$ cat src/hw/rtl/odo_pkg.sv
package odo_pkg;

  // coordinate and counter widths
  localparam int COORD_BITS = 15;
  localparam int COUNT_BITS = 40;
  localparam logic [COUNT_BITS-1:0] COUNT_MAX = '1;

  // square root unit: radicand up to 2 * (2^15 - 1)^2
  localparam int RAD_BITS   = 2 * COORD_BITS + 2;
  localparam int ROOT_BITS  = RAD_BITS / 2;
  localparam int SQRT_STEPS = RAD_BITS / 2;
  localparam int STEP_BITS  = $clog2(SQRT_STEPS);
  localparam int SHIFT_BITS = $clog2(RAD_BITS);

  // movement time bookkeeping: whole seconds plus leftover milliseconds
  localparam int SEC_BITS    = 32;
  localparam int MS_BITS     = 10;
  localparam int GAP_BITS    = 16;
  localparam int ACC_MS_BITS = GAP_BITS + 1;
  localparam int QUOT_BITS   = 7;
  localparam int MS_PER_S    = 1000;
  // q = (v * RECIP) >> RECIP_SHIFT is floor(v / 1000) or one more
  localparam int RECIP       = 1049;
  localparam int RECIP_SHIFT = 20;

  // shared multiplier
  localparam int MUL_BITS  = 17;
  localparam int PROD_BITS = 2 * MUL_BITS;

  // event kinds
  localparam int OP_BITS = 2;
  localparam logic [OP_BITS-1:0] OP_MOVE   = 2'd0;
  localparam logic [OP_BITS-1:0] OP_BUTTON = 2'd1;
  localparam logic [OP_BITS-1:0] OP_KEY    = 2'd2;
  localparam logic [OP_BITS-1:0] OP_NONE   = 2'd3;

  // register map
  localparam int CFG_IDX_BITS  = 2;
  localparam int CFG_DATA_BITS = 16;
  localparam logic [CFG_IDX_BITS-1:0] CFG_ENABLE    = 2'd0;
  localparam logic [CFG_IDX_BITS-1:0] CFG_THRESHOLD = 2'd1;
  localparam logic [CFG_IDX_BITS-1:0] CFG_JUMP      = 2'd2;
  localparam logic [CFG_IDX_BITS-1:0] CFG_GAP       = 2'd3;

  // stream words
  localparam int IN_DATA_BITS  = 88;
  localparam int OUT_DATA_BITS = 192;
  localparam int KEY_LSB       = 152;
  localparam int CLICK_CNT_LSB = 112;

endpackage

$ cat src/hw/rtl/odo_isqrt.sv
module odo_isqrt (
  input  logic                          clk,
  input  logic                          rst_n,
  input  logic                          start,
  input  logic [odo_pkg::RAD_BITS-1:0]  radicand,
  output logic                          busy,
  output logic [odo_pkg::ROOT_BITS-1:0] root
);
  import odo_pkg::*;

  logic [RAD_BITS-1:0]   rad_r;
  logic [RAD_BITS-1:0]   res_r;
  logic [STEP_BITS-1:0]  cnt_r;
  logic                  busy_r;
  logic [SHIFT_BITS-1:0] shift;
  logic [RAD_BITS-1:0]   bit_w;
  logic [RAD_BITS-1:0]   trial;

  // one result bit per step, bit weight drops by a factor of four each step
  assign shift = SHIFT_BITS'(RAD_BITS - 2) - {cnt_r, 1'b0};
  assign bit_w = RAD_BITS'(1) << shift;
  assign trial = res_r + bit_w;

  always_ff @(posedge clk) begin
    if (!rst_n) begin
      busy_r <= 1'b0;
      cnt_r  <= '0;
    end else if (start) begin
      rad_r  <= radicand;
      res_r  <= '0;
      cnt_r  <= '0;
      busy_r <= 1'b1;
    end else if (busy_r) begin
      if (rad_r >= trial) begin
        rad_r <= rad_r - trial;
        res_r <= (res_r >> 1) + bit_w;
      end else begin
        res_r <= res_r >> 1;
      end
      cnt_r <= cnt_r + 1'b1;
      if (cnt_r == STEP_BITS'(SQRT_STEPS - 1)) begin
        busy_r <= 1'b0;
      end
    end
  end

  assign busy = busy_r;
  assign root = res_r[ROOT_BITS-1:0];

endmodule

$ cat src/hw/rtl/input_activity_odometer.sv
// Input activity odometer: keeps saturating totals of pointer travel,
// movement time, click-to-click travel, button presses and keystrokes.
//
// in_*  : one event per word. tuser = op (0 move, 1 button, 2 key).
// cfg_* : register writes, always ready; write only while idle.
// out_* : one word of current totals for every event taken, ignored or not.
//
// A counted move, or a click with both positions known, takes the long path
// after acceptance: a decode step, two squarings on the shared 17x17
// multiplier, 16 steps of the square root unit (one root bit a step), during
// which the multiplier also splits the movement gap into seconds, a final add
// and the output load. Other events go from the decode step straight to the
// output load. in_tready is high only while no event is in progress, so a new
// event is taken only after the last one has been loaded for output.
//
// Reset clears all totals and position history and loads the register
// defaults (disabled, threshold 3, jump limit 10000, gap limit 1000 ms).
// A stalled receiver holds the result in the output register; the next
// event is still taken and its result waits until that register frees.
module input_activity_odometer (
  input  logic                                  clk,
  input  logic                                  rst_n,
  // pos_x[15:0], pos_y[31:16], wheel[47:32], time_ms[79:48],
  // pressed[80], key_repeat[81], zero[87:82]
  input  logic [odo_pkg::IN_DATA_BITS-1:0]      in_tdata,
  // op[1:0]
  input  logic [odo_pkg::OP_BITS-1:0]           in_tuser,
  input  logic                                  in_tvalid,
  output logic                                  in_tready,
  // movement_total[39:0], movement_seconds[71:40], click_travel[111:72],
  // click_count[151:112], key_count[191:152]
  output logic [odo_pkg::OUT_DATA_BITS-1:0]     out_tdata,
  output logic                                  out_tvalid,
  input  logic                                  out_tready,
  input  logic                                  cfg_valid,
  output logic                                  cfg_ready,
  input  logic [odo_pkg::CFG_IDX_BITS-1:0]      cfg_index,
  input  logic [odo_pkg::CFG_DATA_BITS-1:0]     cfg_data
);
  import odo_pkg::*;

  localparam logic [2:0] ST_IDLE = 3'd0;
  localparam logic [2:0] ST_PREP = 3'd1;
  localparam logic [2:0] ST_MULX = 3'd2;
  localparam logic [2:0] ST_MULY = 3'd3;
  localparam logic [2:0] ST_DIVQ = 3'd4;
  localparam logic [2:0] ST_DIVR = 3'd5;
  localparam logic [2:0] ST_ROOT = 3'd6;
  localparam logic [2:0] ST_DONE = 3'd7;

  logic [2:0] state_r;

  // configuration
  logic                  enable_r;
  logic [7:0]            thr_r;
  logic [COORD_BITS-1:0] jump_r;
  logic [GAP_BITS-1:0]   gapl_r;

  // captured event
  logic [OP_BITS-1:0] op_r;
  logic [15:0]        px_r, py_r, wheel_r;
  logic [31:0]        time_r;
  logic               pressed_r, krep_r;

  // history and totals
  logic                  last_valid_r, click_valid_r, time_valid_r;
  logic [COORD_BITS-1:0] last_x_r, last_y_r, click_x_r, click_y_r;
  logic [31:0]           last_time_r;
  logic [SEC_BITS-1:0]   sec_r;
  logic [MS_BITS-1:0]    ms_r;
  logic [COUNT_BITS-1:0] travel_r, ctrav_r, press_r, key_r;

  // working registers
  logic [COORD_BITS-1:0]   dx_r, dy_r;
  logic [2*COORD_BITS-1:0] sq_r;
  logic [ACC_MS_BITS-1:0]  v_r;
  logic [QUOT_BITS-1:0]    q_r;
  logic                    to_click_r;

  logic                     out_valid_r;
  logic [OUT_DATA_BITS-1:0] out_data_r;
  logic                     out_load;

  // decode-cycle values
  logic [COORD_BITS-1:0] x, y, adx, ady, dxm, dym, cdx, cdy, thr_w;
  logic                  neg, counted, gap_ok, in_acc, prep_long;
  logic [31:0]           gap;

  // shared multiplier
  logic [MUL_BITS-1:0]  mul_a, mul_b;
  logic [PROD_BITS-1:0] prod;

  // seconds split
  logic [ACC_MS_BITS:0]  rem_raw;
  logic [QUOT_BITS-1:0]  q_fix;
  logic [ACC_MS_BITS:0]  rem_fix;
  logic [SEC_BITS:0]     sec_sum;

  // root and accumulation
  logic                  sq_start, sq_busy;
  logic [RAD_BITS-1:0]   radicand;
  logic [ROOT_BITS-1:0]  root;
  logic [COUNT_BITS:0]   trav_sum, ctrav_sum, press_sum, key_sum;

  assign in_acc = in_tvalid && in_tready;

  always_comb begin
    x     = px_r[COORD_BITS-1:0];
    y     = py_r[COORD_BITS-1:0];
    neg   = px_r[15] || py_r[15];
    thr_w = COORD_BITS'(thr_r);
    adx   = (x > last_x_r) ? x - last_x_r : last_x_r - x;
    ady   = (y > last_y_r) ? y - last_y_r : last_y_r - y;
    dxm   = last_valid_r ? adx : thr_w;
    dym   = last_valid_r ? ady : thr_w;
    counted = (dxm < jump_r) && (dym < jump_r) &&
              ((dxm >= thr_w) || (dym >= thr_w) || (wheel_r != '0));
    gap     = time_r - last_time_r;
    gap_ok  = time_valid_r && (gap < 32'(gapl_r));
    cdx = (click_x_r > last_x_r) ? click_x_r - last_x_r : last_x_r - click_x_r;
    cdy = (click_y_r > last_y_r) ? click_y_r - last_y_r : last_y_r - click_y_r;
    // events that need a square root take the long path
    prep_long = enable_r &&
                (((op_r == OP_MOVE) && !neg && counted) ||
                 ((op_r == OP_BUTTON) && click_valid_r && last_valid_r));
  end

  always_comb begin
    unique case (state_r)
      ST_MULX: begin
        mul_a = MUL_BITS'(dx_r);
        mul_b = MUL_BITS'(dx_r);
      end
      ST_MULY: begin
        mul_a = MUL_BITS'(dy_r);
        mul_b = MUL_BITS'(dy_r);
      end
      ST_DIVQ: begin
        mul_a = v_r;
        mul_b = MUL_BITS'(RECIP);
      end
      default: begin
        mul_a = MUL_BITS'(q_r);
        mul_b = MUL_BITS'(MS_PER_S);
      end
    endcase
  end

  assign prod = PROD_BITS'(mul_a) * PROD_BITS'(mul_b);

  // estimate is exact or one too large; one compare fixes it
  always_comb begin
    rem_raw = {1'b0, v_r} - prod[ACC_MS_BITS:0];
    if (rem_raw[ACC_MS_BITS]) begin
      q_fix   = q_r - 1'b1;
      rem_fix = rem_raw + (ACC_MS_BITS+1)'(MS_PER_S);
    end else begin
      q_fix   = q_r;
      rem_fix = rem_raw;
    end
    sec_sum = {1'b0, sec_r} + (SEC_BITS+1)'(q_fix);
  end

  assign sq_start = (state_r == ST_MULY);
  assign radicand = RAD_BITS'(sq_r) + RAD_BITS'(prod[2*COORD_BITS-1:0]);

  odo_isqrt u_isqrt (
    .clk      (clk),
    .rst_n    (rst_n),
    .start    (sq_start),
    .radicand (radicand),
    .busy     (sq_busy),
    .root     (root)
  );

  assign trav_sum  = {1'b0, travel_r} + (COUNT_BITS+1)'(root);
  assign ctrav_sum = {1'b0, ctrav_r} + (COUNT_BITS+1)'(root);
  assign press_sum = {1'b0, press_r} + 1'b1;
  assign key_sum   = {1'b0, key_r} + 1'b1;

  assign out_load = (state_r == ST_DONE) && (!out_valid_r || out_tready);

  always_ff @(posedge clk) begin
    if (!rst_n) begin
      state_r       <= ST_IDLE;
      enable_r      <= 1'b0;
      thr_r         <= 8'd3;
      jump_r        <= COORD_BITS'(10000);
      gapl_r        <= GAP_BITS'(1000);
      last_valid_r  <= 1'b0;
      click_valid_r <= 1'b0;
      time_valid_r  <= 1'b0;
      last_x_r      <= '0;
      last_y_r      <= '0;
      click_x_r     <= '0;
      click_y_r     <= '0;
      last_time_r   <= '0;
      sec_r         <= '0;
      ms_r          <= '0;
      travel_r      <= '0;
      ctrav_r       <= '0;
      press_r       <= '0;
      key_r         <= '0;
      out_valid_r   <= 1'b0;
    end else begin
      if (cfg_valid) begin
        unique case (cfg_index)
          CFG_ENABLE:    enable_r <= cfg_data[0];
          CFG_THRESHOLD: thr_r    <= cfg_data[7:0];
          CFG_JUMP:      jump_r   <= cfg_data[COORD_BITS-1:0];
          CFG_GAP:       gapl_r   <= cfg_data;
        endcase
      end

      if (out_load) begin
        out_valid_r <= 1'b1;
      end else if (out_valid_r && out_tready) begin
        out_valid_r <= 1'b0;
      end

      unique case (state_r)
        ST_IDLE: begin
          if (in_acc) begin
            op_r      <= in_tuser;
            px_r      <= in_tdata[15:0];
            py_r      <= in_tdata[31:16];
            wheel_r   <= in_tdata[47:32];
            time_r    <= in_tdata[79:48];
            pressed_r <= in_tdata[80];
            krep_r    <= in_tdata[81];
            state_r   <= ST_PREP;
          end
        end
        ST_PREP: begin
          state_r <= prep_long ? ST_MULX : ST_DONE;
          priority if (enable_r && op_r == OP_MOVE && !neg) begin
            last_x_r     <= x;
            last_y_r     <= y;
            last_valid_r <= 1'b1;
            if (counted) begin
              dx_r         <= dxm;
              dy_r         <= dym;
              to_click_r   <= 1'b0;
              v_r          <= (ACC_MS_BITS)'(ms_r) +
                              (gap_ok ? (ACC_MS_BITS)'(gap[GAP_BITS-1:0]) : '0);
              last_time_r  <= time_r;
              time_valid_r <= 1'b1;
            end
          end else if (enable_r && op_r == OP_BUTTON) begin
            click_x_r     <= last_x_r;
            click_y_r     <= last_y_r;
            click_valid_r <= last_valid_r;
            if (pressed_r) begin
              press_r <= press_sum[COUNT_BITS] ? COUNT_MAX : press_sum[COUNT_BITS-1:0];
            end
            if (click_valid_r && last_valid_r) begin
              dx_r       <= cdx;
              dy_r       <= cdy;
              to_click_r <= 1'b1;
              v_r        <= (ACC_MS_BITS)'(ms_r);
            end
          end else if (enable_r && op_r == OP_KEY && !krep_r) begin
            key_r <= key_sum[COUNT_BITS] ? COUNT_MAX : key_sum[COUNT_BITS-1:0];
          end else begin
            // disabled, unknown op, invalid position or repeat key
          end
        end
        ST_MULX: begin
          sq_r    <= prod[2*COORD_BITS-1:0];
          state_r <= ST_MULY;
        end
        ST_MULY: begin
          state_r <= ST_DIVQ;
        end
        ST_DIVQ: begin
          q_r     <= prod[RECIP_SHIFT+QUOT_BITS-1:RECIP_SHIFT];
          state_r <= ST_DIVR;
        end
        ST_DIVR: begin
          sec_r   <= sec_sum[SEC_BITS] ? '1 : sec_sum[SEC_BITS-1:0];
          ms_r    <= rem_fix[MS_BITS-1:0];
          state_r <= ST_ROOT;
        end
        ST_ROOT: begin
          if (!sq_busy) begin
            if (to_click_r) begin
              ctrav_r <= ctrav_sum[COUNT_BITS] ? COUNT_MAX : ctrav_sum[COUNT_BITS-1:0];
            end else begin
              travel_r <= trav_sum[COUNT_BITS] ? COUNT_MAX : trav_sum[COUNT_BITS-1:0];
            end
            state_r <= ST_DONE;
          end
        end
        ST_DONE: begin
          if (out_load) begin
            out_data_r <= {key_r, press_r, ctrav_r, sec_r, travel_r};
            state_r    <= ST_IDLE;
          end
        end
      endcase
    end
  end

  assign in_tready  = (state_r == ST_IDLE);
  assign cfg_ready  = 1'b1;
  assign out_tvalid = out_valid_r;
  assign out_tdata  = out_data_r;

endmodule

$ cat config.mk
export PLATFORM = sky130hd
export DESIGN_NAME = input_activity_odometer
export DESIGN_NICKNAME = d
export VERILOG_FILES = /design/src/hw/rtl/odo_pkg.sv /design/src/hw/rtl/odo_isqrt.sv /design/src/hw/rtl/input_activity_odometer.sv
export SDC_FILE = /design/constraint.sdc
export NUM_CORES = 2
export LEC_CHECK = 0
export BUFFER_PORTS_ARGS = -buffer_cell sky130_fd_sc_hd__buf_2
export CAP_MARGIN = 0
export CORE_MARGIN = 2
export CORE_UTILIZATION = 40
export CTS_CLUSTER_DIAMETER = 80
export DETAILED_ROUTE_END_ITERATION = 7
export GPL_TIMING_DRIVEN = 0
export PLACE_DENSITY_LB_ADDON = 0.1
export SYNTH_ARGS = -nofsm -noshare
export SYNTH_HDL_FRONTEND = slang
export SYNTH_SLANG_ARGS = --single-unit
$ cat constraint.sdc
create_clock -name clk -period 23.2 [get_ports clk]
set_input_delay 3.48 -clock clk [delete_from_list [all_inputs] [get_ports clk]]
set_output_delay 3.48 -clock clk [all_outputs]
set_load 0.05 [all_outputs]
==> key figures <==
Status
  • Status: finished, final reports clean

Yosys
  • Synth top area cells: edfxtp_1 24%, dfxtp_1 13%, ha_1 11%
  • Synth Flop Type: edfxtp_1
  • Most instantiated cells after synthesis: 563 x nand2_1, 506 x a21oi_1, 491 x inv_1
  • Share of the synthesized area in the top cell type: 0.244
  • Synthesized flop and latch total: 771
  • Synth cell types: 101
  • Largest area contributor in the netlist: edfxtp_1
  • Most common cell in the netlist: nand2_1
  • Avg Cell Area, Syn: 9.46 µm²
  • Mapped cell area: 52300 µm²
  • Async SR Flop Fraction: 0
  • Syn Inst Count: 5536
  • Yosys warns: 0
  • Number of synthesized flops with an enable pin: 425
  • Sequential area share after synthesis: 0.376

Route
  • Vias/cell: 5.26
  • Total wire length: 155 mm
  • DR WL/cell: 19.9 µm
  • Initial DRC Count: 2600
  • Vias: 41000
  • Drt first pass iters: 8
  • Residual DRC: 0
  • ANT nets after route: 0

Finish
  • Post-Layout Cell Count: 7793
  • Layout area overhead: 13.6%
  • Fill count: 12700
  • Layout cell share with drive strength beyond 1: 0.0934
  • Register area: 19700 µm²
  • Multi-input logic area: 30000 µm²
  • Nets: 6748

STA
  • Achievable Freq: 73.5 MHz
  • PnR worst setup slack: 9590 ps
  • Fin crit period: 13610 ps
  • Final hold vios: 0
  • Final setup viols: 0
  • Clk_skew: 55.9 ps
  • Slew margin rel.: 0.106
  • Final Max Tran Viols: 0
  • Period utilization: 0.587
  • Slew at the pin closest to its max-slew limit: 1340 ps
  • RSZ-0062 raised after global routing: false

CTS
  • CTS HTree Levels: 3
  • PostCTS Resize Cnt: 0
  • Root buf cell: clkbuf_16
  • CTS max path bufs: 3
  • CTS Sinks: 771
  • Hold_buf cts: 0
  • Post-CTS setup buffers: 0
  • CTS tree: done
  • Clk Latency, worst-skew pair: 710 ps
  • Total CTS buffers: 91
  • Clock Pin Slew Worst Setup and Hold Paths: 60 ps

GRT
  • Met1 GRT Util: 0.306
  • GRT Total Usage: 0.228
  • First-pass GRT wire length: 239 mm
  • Most used routing layer: met2
  • Via count of the first global-routing pass: 40300
  • GR Layer Usage met2: 0.382
  • Largest net degree at the start of global routing: 66
  • Initial antenna violation count: 8
  • Met3 track demand over resource: 0.0350
  • GRT Residual Overflow: 0

Min path
  • Hold Path Class: register to register

Floorplan
  • Row Count: 132
  • Horiz. Die Dim: 366 µm
  • Starting Density: 0.404
  • Die Y: 366 µm
  • Core ar.: 130000 µm²
  • DIE AREA: 134000 µm²
  • I/O pin count: 308

Critical path
  • Slowest stage delay, CP: 870 ps
  • Largest fanout on the critical path: 10
  • Crit start category: register
  • Nature of the critical path endpoint: register
  • Worst Path Arrival: 14220 ps
  • WS Path Type: register to register
  • WP data required: 23800 ps
  • Slowest-stage cell, CP: a21oi_1
  • Crit path top cell by count: inv_1

Job
  • Max Cap Viol: 0

Placement
  • Gpl congestion: 0.937
  • Pre-CTS setup slack: 9720 ps
  • Inst Count DP: 7618
  • Post-DP HPWL: 124 mm
  • PortBufs: 299
==> placed cells by master, fill, tap and decap left out, types with 15 or more instances in the layout <==
cell type	count
clkinv_2	16
a211oi_1	51
and2_1	56
nor2b_1	86
nand2b_1	50
inv_1	490
fa_1	208
or3_1	21
clkbuf_16	94
buf_2	305
mux2i_1	91
conb_1	20
nor3_1	78
buf_6	26
o21bai_1	38
o21ai_0	243
xnor2_1	185
ha_1	457
o31ai_1	15
o21a_1	51
a21o_1	112
and3_1	70
mux2_2	24
a31oi_1	51
a211o_1	16
nor4_1	17
edfxtp_1	425
and4_1	16
xor2_1	189
o211ai_1	37
nor2_1	456
a21oi_1	506
clkbuf_1	185
nand3_1	125
nand4_1	55
dfxtp_1	346
nand2_1	563
==> final timing paths <==
check        depth (start not counted)    startpoint            end  slack (ps)
max                                 48    state_r[0]       sec_r[0]        9590
min                                  0  travel_r[11]  out_tdata[11]         440
max reg2reg                         48    state_r[0]       sec_r[0]        9590
min reg2reg                          0  travel_r[11]  out_tdata[11]         440
==> flip-flops by register name (all words and copies together), names as in the netlist, 40 cells and up <==
signal     cells
ctrav_r       40
press_r       40
out_tdata    192
travel_r      40
key_r         40
==> cell type report <==
| type | count | share of cell area |
|---|---|---|
| sequential | 771 | 0.331 |
| timing repair buffer | 323 | 0.0304 |
| clock inverter | 44 | 0.00783 |
| buffer | 188 | 0.0142 |
| tap | 1742 | 0.0367 |
| clock buffer | 127 | 0.0430 |
| antenna | 3 | 0.000126 |
| inverter | 494 | 0.0312 |
| multi-input combinational | 4101 | 0.505 |
==> cell families (layout without fill, tap and decap cells) <==
kind of cell | Yosys count | after routing | share of synthesized area
compound gates | 1270 | 1270 | 0.151
simple gates | 1653 | 1653 | 0.147
buf+inv | 682 | 1176 | 0.0516
xor+xnor | 374 | 374 | 0.0626
fa+ha+maj | 669 | 669 | 0.190
mux | 115 | 115 | 0.0226
other cells | 2 | 23 | 0.000143
flops | 771 | 771 | 0.376
==> metrics by stage <==
step           cell area (µm²)  hold WS [ps]  utilization  setup TNS, ps
2_1_floorplan            52400           423            -              0
3_3_place_gp             56100           439        0.433        -469120
3_5_place_dp             56400           447        0.435              0
4_1_cts                  59400           444        0.458              0
5_1_grt                  59400           466        0.459              0
6_report                 59500           440        0.459              0
==> critical path, delay by kind of cell, from the launching register on <==
family,cells,cell delay (ps)
adders and majority gates,10,4430
AOI/OAI and AO/OA,14,3380
buffers and inverters,13,2820
and+or+nand+nor,8,1640
xor gates and xnor gates,2,550
muxes,1,350
DFF,1,300
==> metal layers <==
layer  up-vias  share of wire  wire [µm]
li1      20200              -          -
met4        14          0.025       3890
met1     19700           0.46      70600
met5         -        0.00059         92
met2       940           0.47      72500
met3       214          0.051       7890
Power is not shown: default switching activity piles up to over one toggle a cycle in this logic, so the estimate is an artifact.
